===== config.mk =====
export PLATFORM = sky130hd
export DESIGN_NAME = kce_ram
export DESIGN_NICKNAME = d
export VERILOG_FILES = /design/src/rtl/keyframe_curve_evaluator_top_macros.svh /design/src/rtl/kce_ram.sv
export SDC_FILE = /design/constraint.sdc
export NUM_CORES = 1
export LEC_CHECK = 0
export ABC_AREA = 1
export BUFFER_PORTS_ARGS = -buffer_cell sky130_fd_sc_hd__buf_2
export CORE_UTILIZATION = 55
export CTS_CLUSTER_SIZE = 25
export DETAILED_ROUTE_END_ITERATION = 10
export PLACE_DENSITY = 0.76
export RECOVER_POWER = 100
export SKIP_CTS_REPAIR_TIMING = 1
export SLEW_MARGIN = 40
export SYNTH_ARGS = -nofsm -noshare
export SYNTH_HDL_FRONTEND = slang
export SYNTH_SLANG_ARGS = --single-unit

===== constraint.sdc =====
create_clock -name i_clk -period 3.55 [get_ports i_clk]
set_clock_uncertainty 0.15 [all_clocks]
set_input_delay 0.1775 -clock i_clk [delete_from_list [all_inputs] [get_ports i_clk]]
set_output_delay 0.1775 -clock i_clk [all_outputs]
set_load 0.1 [all_outputs]

===== src/rtl/keyframe_curve_evaluator_top_macros.svh =====
// Assertion macros for the keyframe curve evaluator.
`ifndef KEYFRAME_CURVE_EVALUATOR_TOP_MACROS_SVH
`define KEYFRAME_CURVE_EVALUATOR_TOP_MACROS_SVH
`ifndef SYNTHESIS
`define KCE_ASSERT_SAME(lbl, ante, cons) \
    lbl: assert property (@(posedge i_clk) disable iff (!i_rst_n) (ante) |-> (cons)) \
        else $error("kce assertion failed");
`define KCE_ASSERT_NEXT(lbl, ante, cons) \
    lbl: assert property (@(posedge i_clk) disable iff (!i_rst_n) (ante) |=> (cons)) \
        else $error("kce assertion failed");
`else
`define KCE_ASSERT_SAME(lbl, ante, cons)
`define KCE_ASSERT_NEXT(lbl, ante, cons)
`endif
`endif


===== src/rtl/kce_ram.sv =====
// Generic single-write, single-read RAM with registered read data.
module kce_ram #(
    parameter int WIDTH = 8,
    parameter int DEPTH = 16
) (
    input  logic                     i_clk,
    input  logic                     i_we,
    input  logic [$clog2(DEPTH)-1:0] i_waddr,
    input  logic [WIDTH-1:0]         i_wdata,
    input  logic [$clog2(DEPTH)-1:0] i_raddr,
    output logic [WIDTH-1:0]         o_rdata
);
    logic [WIDTH-1:0] r_mem [DEPTH];
    logic [WIDTH-1:0] r_rdata;

    always_ff @(posedge i_clk) begin
        if (i_we) begin
            r_mem[i_waddr] <= i_wdata;
        end
        r_rdata <= r_mem[i_raddr];
    end

    assign o_rdata = r_rdata;
endmodule


## Word-level counts from Yosys, hierarchy flattened

Memory sizes are Yosys's and may differ from the RTL's. A register that Yosys moved wholly into a read port is not among the register bits.
Index checks and enable logic that the tools add are counted.
Widths: inputs -> output; s select.

| operators by class | value |
|---|---|
| multiplexer cells | 2 |

Operator list:

| operator | number |
|---|---|
| $mux 1 | 2 |

| storage, ports and cells | value |
|---|---|
| bits in registers | 0 |
| bits in writable memories | 128 |
| input bits | 18 |
| output and inout bits | 8 |
| logic and storage cells | 3 |
| memories | 1 |

Memory list:

| name | words | bits a word | rd ports | clocked after memory_dff | write ports | RTL line | RTL |
|---|---|---|---|---|---|---|---|
| r_mem | 16 | 8 | 1 | 1 | 1 | kce_ram.sv:13 | `logic [WIDTH-1:0] r_mem [DEPTH];` |

## Logic depth before layout (Yosys ltp)

Gate-level depths: netlist of run 1.

| logic depth | value |
|---|---|
| word-level depth | 2 |
| gate-level depth with buffers | 8 |
| depth with buffers taken out | 7 |

## Worst setup path after synthesis of run 1

OpenSTA, ideal clock, no wires.

| timing | value |
|---|---|
| path type | input -> register |
| start | input i_waddr[2] |
| end | memory r_mem[10][0], enable pin |
| setup time | 0.370 ns |
| arrival | 0.758 ns |
| setup slack | 2.272 ns |
| stages | 2 |
| path buffers | 0 |
| cell sequence | nand3b_1 -> nor2_1 |

RTL lines:

| element | RTL line | RTL |
|---|---|---|
| from (decl) | kce_ram.sv:8 | `input logic [$clog2(DEPTH)-1:0] i_waddr,` |
| to (decl) | kce_ram.sv:13 |  |

Straight into the memory's write port.

## Worst setup path after layout of run 1

| timing | value |
|---|---|
| start | register r_rdata[0], in the netlist o_rdata[0], read port of r_mem |
| end | output o_rdata[0] |

RTL lines:

| element | RTL line | RTL |
|---|---|---|
| from (decl) | kce_ram.sv:14 | `logic [WIDTH-1:0] r_rdata;` |
| to (decl) | kce_ram.sv:11 | `output logic [WIDTH-1:0] o_rdata` |

No word-level cell between the ends.

==> run summary, run 1 <==
Starting Density: 56.4%
Max VDD drop: 0.373 mV
Ports: 26
period utilization: 58.8%
Max Freq: 479 MHz
Worst Tran Pin Value: 1.18 ns
Overflow after GRT: 0
fin nets: 599
Root Driver: clkbuf_8
Hold Crit Class: in -> reg
first-pass GRT wire length: 19.4 mm
Hold Path Depth: 4
detailed-route via count: 3880
layout cells sized above 1: 6.24%
Synth top area share: 66.7%
Setup TNS Final: 0 ns
DRC viols: 0
crit-path max cell delay: 0.87 ns
ant diodes: 0
net count after synthesis: 569
synthesized area per cell: 10.5 um2
Buf/Inv on CP: 1
dominant cell type by area after synthesis: edfxtp_1
critical path arrival: 1.76 ns
Clock transition at path regs: 0.06 ns
Post-DRT Antenna Nets: 0
part of the power in the clock network: 45.9%
Vias/cell: 5.32
post-synth cell types: 12
WL final: 12.5 mm
max-slew violations: 0
status: completed
Synth warnings: 0
final setup vio count: 0
hold_ws: 0.0219 ns
Hold Crit Start: i_raddr[2]
Final Instance Area: 6570 um2
power per cell area: 589 nW/um2
ranking of synthesized cells by area: edfxtp_1 67%, nand2_1 11%, nand3_1 8.4%
reg-to-reg endpoint: o_rdata[2]$_DFF_P_
CP top delay family: buffers and inverters
fill count: 791
register area share after synthesis: 69.4%
vias in the first global route: 3733
combinational power share: 7.4%
Detailed Place HPWL: 7.23 mm
Startpoint Class: register
PortBufs: 25
clock latency on the worst-skew pair: 0.52 ns
H-tree depth: 4
drt pass-1 iters: 5
Final GP Congestion: 0.868
FF+latch count, synth: 136
Register-to-Register Setup Slack: 2.26 ns
final hold vios: 0
instance count of the mapped netlist: 551
FF-to-FF path depth: 6
synthesis-to-finish area growth: 13.9%
critical path endpoint category: primary output
WL/cell: 17.1 um
crit path kind: reg -> out
critical path peak fanout: 1
worst r2r src: r_mem[3][2]$_DFFE_PP_
largest net degree at the start of global routing: 65
Total GRT Usage: 24.4%
Switching Power: 0.000889 W
Crit path required time: 3.22 ns
crit-path cells: clkbuf_1
Sw Share: 23.0%
Seq pwr share: 46.7%
Die Height: 104 um
die width: 104 um
unrepaired setup endpoints after global routing: no
hold endpoint: o_rdata[6]$_DFF_P_
Iter 0 DRT Violations: 389
Std-Cell Rows: 37
TritonCTS clock tree: built
initial antenna violation count: 0
Int Power: 0.00298 W
CP max stage cell: clkbuf_1
Slew HR: 21.9%
Power Total: 0.00387 W
Post-Syn Area: 5770 um2
Total Die Area: 10900 um2
LEAKAGE: 2.79 nW
clock buffer depth: 2
max-cap violations: 0
Post-DP Area: 5910 um2
core area: 10200 um2
clk sinks: 136
Final min period: 2.09 ns
CTS Buf Count: 17
stage by stage:
step | instances | util, % | setup slack (ns)
global route | 729 | 64.2 | 1.42
finish | 729 | 64.2 | 1.46
global placement | 689 | 57.7 | 1.58
floorplan | 551 | - | 2.27
detailed placement | 689 | 57.7 | 1.53
CTS | 720 | 63.6 | 1.87
flip-flops by register name, indices dropped and copies added (netlist names):
register,cells
r_mem,128
o_rdata,8
worst max-delay path by stage:
stage / from / to / cells past startpoint
global placement: i_raddr[1] / o_rdata[2]$_DFF_P_ / 6
detailed placement: i_raddr[1] / o_rdata[2]$_DFF_P_ / 6
CTS: o_rdata[0]$_DFF_P_ / o_rdata[0] / 1
global route: o_rdata[0]$_DFF_P_ / o_rdata[0] / 1
floorplan: i_waddr[2] / r_mem[10][0]$_DFFE_PP_ / 2
finish: o_rdata[0]$_DFF_P_ / o_rdata[0] / 1
metal layers:
layer  routed length (um)  vias to the layer above  track usage [%]
li1                     -                     1830                -
met1                 5120                     1843             31.0
met2                 6110                      175             38.9
met3                  881                       32             5.95
met4                  386                        0             12.3
met5                    0                        -                0
cell families (layout without fill, tap and decap cells):
group,Yosys count,in the layout,share of synthesized area [%]
AND/OR/NAND/NOR,289,289,21.0
flip-flops,136,136,69.4
buffers and inverters,126,168,9.52
layout by cell type, fill, tap and decap left out:
cell type,count
dfxtp_1,8
clkinv_2,3
buf_2,6
edfxtp_1,128
nand3b_1,2
nor2_1,17
clkbuf_8,1
clkbuf_16,16
bufinv_16,4
inv_1,101
clkinvlp_4,3
nand2_1,173
clkbuf_1,19
nand3_1,97
buf_4,1
clkinv_4,2
inv_4,1
dlygate4sd3_1,9
clkinv_1,2
Yosys cell counts:
| cell | instances |
|---|---|
| nand3_1 | 97 |
| buf_6 | 6 |
| nand2_1 | 173 |
| inv_2 | 2 |
| nor2_1 | 17 |
| buf_2 | 13 |
| nand3b_1 | 2 |
| dfxtp_1 | 8 |
| edfxtp_1 | 128 |
| inv_1 | 100 |
| buf_1 | 1 |
| buf_4 | 4 |
power groups by stage:
stage          combinational, W  sequential, W  clock, W
2_1_floorplan          0.000127        0.00191         0
3_3_place_gp           0.000272        0.00184         0
3_5_place_dp           0.000278        0.00184         0
4_1_cts                0.000280        0.00181   0.00179
5_1_grt                0.000307        0.00181   0.00185
6_report               0.000285        0.00181   0.00178
layout make-up:
class / instances / area [um2] / share of cell area (%)
clock buffer: 17 / 414 / 6.30
clock inverter: 14 / 183 / 2.78
inverter: 102 / 385 / 5.87
multi-input combinational: 289 / 1210 / 18.5
sequential: 136 / 4000 / 61.0
tap: 136 / 170 / 2.59
timing repair buffer: 35 / 199 / 3.03
No activity file was read; power rests on OpenSTA's default activity.
==> inputs of run 2 (changes only) <==
- ABC_AREA: 1 -> 0
- PLACE_DENSITY: 0.76 -> 0.77
- clock period: 3.55 -> 2.2 ns (I/O delays scaled with it)
==> run 2 against run 1 <==
Net effect: first-iteration DRC count fell by 37%; clock power rose by 77%; routed wire length decreased by 19%; non-clock buffer count up 17; register-to-register slack got worse by 1.5 ns; final area down 6.3%; area after synthesis decreased by 11%; sequential share of layout area increased by 4.1 points; synthesized cell count is 58% lower; critical endpoint unchanged; largest power group is now the clock network.
==> run summary, run 2 <==
Post-Synth Simple-Gate Area: 3.18% (was 21.0%)
ant diodes: 0 (unchanged)
first-pass GRT wire length: 15.2 mm (was 19.4 mm)
vias in the first global route: 2462 (was 3733)
Hold Crit Class: in -> reg (unchanged)
Detailed Place HPWL: 5.91 mm (was 7.23 mm)
critical path arrival: 1.30 ns (was 1.76 ns)
post-synth cell types: 19 (was 12)
max-slew violations: 0 (unchanged)
max-cap violations: 0 (unchanged)
ranking of synthesized cells by area: edfxtp_1 75%, mux4_2 7.9%, mux4_1 7.1% (was edfxtp_1 67%, nand2_1 11%, nand3_1 8.4%)
Total Die Area: 9750 um2 (was 10900 um2)
commonest cells after routing, fill and taps aside: 128 x edfxtp_1, 28 x clkbuf_1, 18 x mux4_2, 16 x a22oi_1, 16 x clkbuf_16 (was 173 x nand2_1, 128 x edfxtp_1, 101 x inv_1, 97 x nand3_1, 19 x clkbuf_1)
FF+latch area: 4000 um2 (unchanged)
H-tree depth: 4 (unchanged)
crit-path max cell delay: 0.46 ns (was 0.87 ns)
largest net degree at the start of global routing: 33 (was 65)
critical path endpoint category: primary output (unchanged)
TritonCTS clock tree: built (unchanged)
unrepaired setup endpoints after global routing: no (unchanged)
Iter 0 DRT Violations: 246 (was 389)
CP max stage cell: clkbuf_2 (was clkbuf_1)
Synth Area in Adders: 0% (unchanged)
WL final: 10.1 mm (was 12.5 mm)
Buf/Inv on CP: 1 (unchanged)
period utilization: 71.1%
Hold Crit Start: i_raddr[2] (unchanged)
register area share after synthesis: 77.8% (was 69.4%)
Setup TNS Final: 0 ns (unchanged)
most common cell after layout, fill and taps aside: edfxtp_1 (was nand2_1)
Startpoint Class: register (unchanged)
FF+latch count, synth: 136 (unchanged)
initial antenna violation count: 0 (unchanged)
power per cell area: 1050 nW/um2 (was 589 nW/um2)
PortBufs: 25 (unchanged)
clock latency on the worst-skew pair: 0.51 ns (was 0.52 ns)
final setup vio count: 0 (unchanged)
Final GP Congestion: 0.737 (was 0.868)
prevailing post-synth register cell: edfxtp_1 (unchanged)
Synth warnings: 0 (unchanged)
multiplexer share of the synthesized area: 15.0% (was 0%)
clock buffer depth: 2 (unchanged)
CTS Buf Count: 17 (unchanged)
Largest Register: r_mem (unchanged)
fin nets: 308 (was 599)
CP top delay family: buffers and inverters (unchanged)
final core utilization: 69.2% (was 64.2%)
multi-input logic area: 1060 um2 (was 1210 um2)
Slew HR: 48.0% (was 21.9%)
clk sinks: 136 (unchanged)
synthesized area per cell: 22.5 um2 (was 10.5 um2)
layout cells sized above 1: 22.1% (was 6.24%)
instance count of the mapped netlist: 229 (was 551)
fill count: 546 (was 791)
Root Driver: clkbuf_8 (unchanged)
Overflow after GRT: 0 (unchanged)
Vias/cell: 6.15 (was 5.32)
net count after synthesis: 247 (was 569)
synthesis-to-finish area growth: 19.5% (was 13.9%)
crit-path cells: clkbuf_2 (was clkbuf_1)
max reg flops: 128 (unchanged)
Crit. Startpoint: o_rdata[0]$_DFF_P_ (unchanged)
Max VDD drop: 0.634 mV (was 0.373 mV)
Synth top area share: 74.7% (was 66.7%)
DRC viols: 0 (unchanged)
Total GRT Usage: 23.0% (was 24.4%)
Die Height: 98.7 um (was 104 um)
Starting Density: 57.9% (was 56.4%)
Crit path required time: 1.94 ns (was 3.22 ns)
final hold vios: 0 (unchanged)
Post-Synth XOR/XNOR Area: 0% (unchanged)
Post-synth top cells: 128 x edfxtp_1, 18 x mux4_2, 16 x a22oi_1, 14 x mux4_1, 13 x nor2_1 (was 173 x nand2_1, 128 x edfxtp_1, 100 x inv_1, 97 x nand3_1, 17 x nor2_1)
Post-Syn Area: 5150 um2 (was 5770 um2)
worst r2r src: r_mem[5][2]$_DFFE_PP_ (was r_mem[3][2]$_DFFE_PP_)
Post-synth EDFFs: 128 (unchanged)
status: completed (unchanged)
dominant cell type by area after synthesis: edfxtp_1 (unchanged)
Clock transition at path regs: 0.06 ns (about the same)
Max Freq: 639 MHz
Final min period: 1.56 ns
compound-cell area share of the yosys netlist: 2.33% (was 0%)
largest family of logic cells by synthesized area: multiplexers (was simple AND/OR/NAND/NOR gates)
WL/cell: 24.6 um (was 17.1 um)
core area: 8890 um2 (was 10200 um2)
critical path peak fanout: 1 (unchanged)
most common cell in the netlist: edfxtp_1 (was nand2_1)
Std-Cell Rows: 34 (was 37)
LEAKAGE: 2.06 nW (was 2.79 nW)
Ports: 26 (unchanged)
Synth async-reset ratio: 0% (unchanged)
Post-DRT Antenna Nets: 0 (unchanged)
drt pass-1 iters: 4 (was 5)
die width: 98.7 um (was 104 um)
Worst Tran Pin Value: 0.778 ns (was 1.18 ns)
detailed-route via count: 2527 (was 3880)
crit path kind: reg -> out (unchanged)
run 2: changes by cell type in the layout (fill, tap and decap cells not counted), moves of 6 or more:
| cell | previous run | this run |
|---|---|---|
| clkbuf_1 | 19 | 28 |
| mux4_2 | 0 | 18 |
| buf_2 | 6 | 12 |
| mux4_1 | 0 | 14 |
| inv_1 | 101 | 0 |
| nand3_1 | 97 | 1 |
| a22oi_1 | 0 | 16 |
| nand2_1 | 173 | 9 |
run 2: area by class of cell:
| cell class | count | share of cell area, % |
|---|---|---|
| Clock buffer | 21 | 7.30 |
| Multi-Input combinational cell | 83 | 17.2 |
| Tap cell | 108 | 2.20 |
| Timing Repair Buffer | 52 | 4.68 |
| Sequential cell | 136 | 65.1 |
| Clock inverter | 11 | 3.56 |
run 2: path summary, 6_finish.rpt:
path              slack (ns)            endpoint  cells past startpoint
hold / removal          0.05  o_rdata[1]$_DFF_P_                      4
setup / recovery        0.64          o_rdata[0]                      1
hold reg to reg         0.52  o_rdata[4]$_DFF_P_                      3
setup reg to reg        0.72  o_rdata[2]$_DFF_P_                      3
run 2: cell families (layout without fill, tap and decap cells):
kind of cell / count (synthesis) / in the layout
DFF: 136 / 136
buffers and inverters: 10 / 84
muxes: 32 / 32
and+or+nand+nor: 35 / 35
AOI/OAI and AO/OA: 16 / 16
run 2: power breakdown:
group	total [W]	internal [W]	switching, W
sequential	0.00291	0.00290	0.0000158
clock	0.00315	0.00213	0.00102
combinational	0.000393	0.000117	0.000277
run 2: stage by stage:
| step | hold WS (ns) | worst slack (ns) | std cells | total power (W) | area [um2] |
|---|---|---|---|---|---|
| global route | 0.0693 | 0.603 | 411 | 0.00664 | 6150 |
| global placement | 0.331 | 0.426 | 371 | 0.00334 | 5480 |
| CTS | -0.182 | 0.659 | 403 | 0.00649 | 6140 |
| floorplan | 0.0589 | 0.447 | 229 | 0.00324 | 5150 |
| detailed placement | 0.346 | 0.387 | 371 | 0.00336 | 5480 |
| finish | 0.0458 | 0.636 | 411 | 0.00646 | 6150 |
run 2: layer usage:
layer  part of all wire, %  GRT usage (%)  vias to the layer above
met4                   2.4           8.84                        0
met3                   6.3           5.67                       19
met2                    48           34.3                      111
met1                    43           33.4                     1303
li1                      -              -                     1094
met5                     0              0                        -
run 2: worst reg2reg max path, cell delays in order, from the launching register on:
cell      delay (ns)
edfxtp_1        0.36
mux4_1          0.56
a22oi_1         0.22
nand2_1         0.08
==> inputs of run 3 (changes only) <==
- clock period: 2.2 -> 1.6 ns (I/O delays scaled with it)
==> run 3 against run 2 <==
Net effect: power increased by 32%; largest power group is now registers; critical endpoint is now o_rdata[4]$_DFF_P_; non-clock buffer count increased by 3; the run now ends with hold timing left; worst hold slack got worse by 0.061 ns.
==> run summary, run 3 (synthesis results as in run 2) <==
first-pass GRT wire length: 15.7 mm (was 15.2 mm)
Post-DRT Antenna Nets: 0 (unchanged)
Clock transition at path regs: 0.06 ns (about the same)
power per cell area: 1390 nW/um2 (was 1050 nW/um2)
period utilization: 98.3%
crit path kind: reg -> reg (was reg -> out)
LEAKAGE: 2.09 nW (was 2.06 nW)
Worst Tran Pin Value: 0.732 ns (was 0.778 ns)
met2 usage: 37.9% (was 34.3%)
Seq pwr share: 47.0% (was 45.1%)
drt pass-1 iters: 4 (unchanged)
core area: 8890 um2 (unchanged)
clock buffer depth: 2 (unchanged)
Iter 0 DRT Violations: 252 (was 246)
max-cap violations: 0 (unchanged)
vias in the first global route: 2597 (was 2462)
Hold Crit Class: in -> reg (unchanged)
Total Die Area: 9750 um2 (unchanged)
PortBufs: 25 (unchanged)
detailed-route via count: 2615 (was 2527)
critical path peak fanout: 1 (unchanged)
final setup vio count: 0 (unchanged)
Root Driver: clkbuf_8 (unchanged)
Max Freq: 636 MHz
CTS Buf Count: 17 (unchanged)
clock latency on the worst-skew pair: 0.53 ns (was 0.51 ns)
status: finished, violations left (was completed)
dpl ws: -0.0634 ns (was 0.387 ns)
hold_ws: -0.0147 ns (was 0.0458 ns)
Final GP Congestion: 0.766 (was 0.737)
Final Instance Area: 6160 um2 (was 6150 um2)
max-slew violations: 0 (unchanged)
Detailed Place HPWL: 5.96 mm (was 5.91 mm)
Startpoint Class: register (unchanged)
Final WS setup: 0.0267 ns (was 0.636 ns)
combinational power share: 6.5% (was 6.1%)
Final min period: 1.57 ns
Total GRT Usage: 24.1% (was 23.0%)
commonest cells after routing, fill and taps aside: 128 x edfxtp_1, 18 x mux4_2, 17 x clkbuf_2, 16 x clkbuf_16 (was 128 x edfxtp_1, 28 x clkbuf_1, 18 x mux4_2, 16 x a22oi_1, 16 x clkbuf_16)
WL/cell: 25.8 um (was 24.6 um)
initial antenna violation count: 0 (unchanged)
part of the power in the clock network: 46.4% (was 48.8%)
largest net degree at the start of global routing: 33 (unchanged)
Post-DP Area: 5510 um2 (was 5480 um2)
Max VDD drop: 0.743 mV (was 0.634 mV)
final hold vios: 3 (was 0)
die width: 98.7 um (unchanged)
GR peak layer: met2 (unchanged)
met1 Resource Use GR: 31.0% (was 33.4%)
clk sinks: 136 (unchanged)
DRC viols: 0 (unchanged)
Starting Density: 57.9% (unchanged)
Sw Share: 21.7% (was 20.3%)
Overflow after GRT: 0 (unchanged)
fin nets: 311 (was 308)
met3 Use GR: 7.45% (was 5.67%)
ant diodes: 0 (unchanged)
layout cells sized above 1: 26.8% (was 22.1%)
synthesis-to-finish area growth: 19.7% (was 19.5%)
Slew HR: 51.1% (was 48.0%)
critical path arrival: 1.82 ns (was 1.30 ns)
Largest Register: r_mem (unchanged)
Std-Cell Rows: 34 (unchanged)
Int Power: 0.00669 W (was 0.00515 W)
WL final: 10.7 mm (was 10.1 mm)
Ports: 26 (unchanged)
Die Height: 98.7 um (unchanged)
most common cell after layout, fill and taps aside: edfxtp_1 (unchanged)
critical path endpoint category: register (was primary output)
Crit path required time: 1.85 ns (was 1.94 ns)
TritonCTS clock tree: built (unchanged)
failing checks: hold timing
H-tree depth: 4 (unchanged)
final core utilization: 69.3% (was 69.2%)
fill count: 526 (was 546)
unrepaired setup endpoints after global routing: no (unchanged)
Switching Power: 0.00185 W (was 0.00131 W)
max reg flops: 128 (unchanged)
Vias/cell: 6.32 (was 6.15)
## run 3: changes by cell type in the layout (fill, tap and decap cells not counted), sizes merged
cell,previous run,this run
buf,15,16
bufinv,6,4
clkbuf,50,49
dlygate4sd3,8,10
inv,0,1
clkinvlp,1,3
## run 3: power groups by stage
stage,clock [W],sequential [W],combinational (W)
final,0.00397,0.00402,0.000558
after global routing,0.00413,0.00402,0.000586
after CTS,0.00400,0.00402,0.000550
after detailed placement,0,0.00408,0.000540
after global placement,0,0.00408,0.000530
after floorplan,0,0.00425,0.000202
## run 3: per-layer routing
| metal | share of wire, % | wire [um] |
|---|---|---|
| met1 | 38 | 4090 |
| met2 | 51 | 5500 |
| met3 | 7.7 | 823 |
| met4 | 2.6 | 279 |
| met5 | 0 | 0 |
## run 3: cell type report
class	instances	area, um2	share of cell area, %
timing repair buffer	55	358	5.81
tap	108	135	2.19
clock buffer	20	425	6.91
multi-input combinational	83	1060	17.2
sequential	136	4000	65.0
clock inverter	12	175	2.84
## run 3: worst paths after layout
check	slack, ns	cells after the start	startpoint	endpoint
max reg2reg	0.03	3	r_mem[9][4]$_DFFE_PP_	o_rdata[4]$_DFF_P_
min	-0.01	5	i_raddr[3]	o_rdata[7]$_DFF_P_
max	0.03	3	r_mem[9][4]$_DFFE_PP_	o_rdata[4]$_DFF_P_
min reg2reg	0.53	3	r_mem[15][1]$_DFFE_PP_	o_rdata[1]$_DFF_P_
## run 3: stage by stage
stage | power, W | instances | TNS (ns)
after global routing | 0.00874 | 414 | 0
after detailed placement | 0.00462 | 372 | -0.0868
final | 0.00854 | 414 | 0
after floorplan | 0.00445 | 229 | 0
after CTS | 0.00856 | 404 | 0
after global placement | 0.00461 | 372 | 0
## run 3: critical path, cell delays in order (launching register included)
cell	delay [ns]
edfxtp_1	0.36
mux4_1	0.52
a22oi_1	0.31
nand2_1	0.11
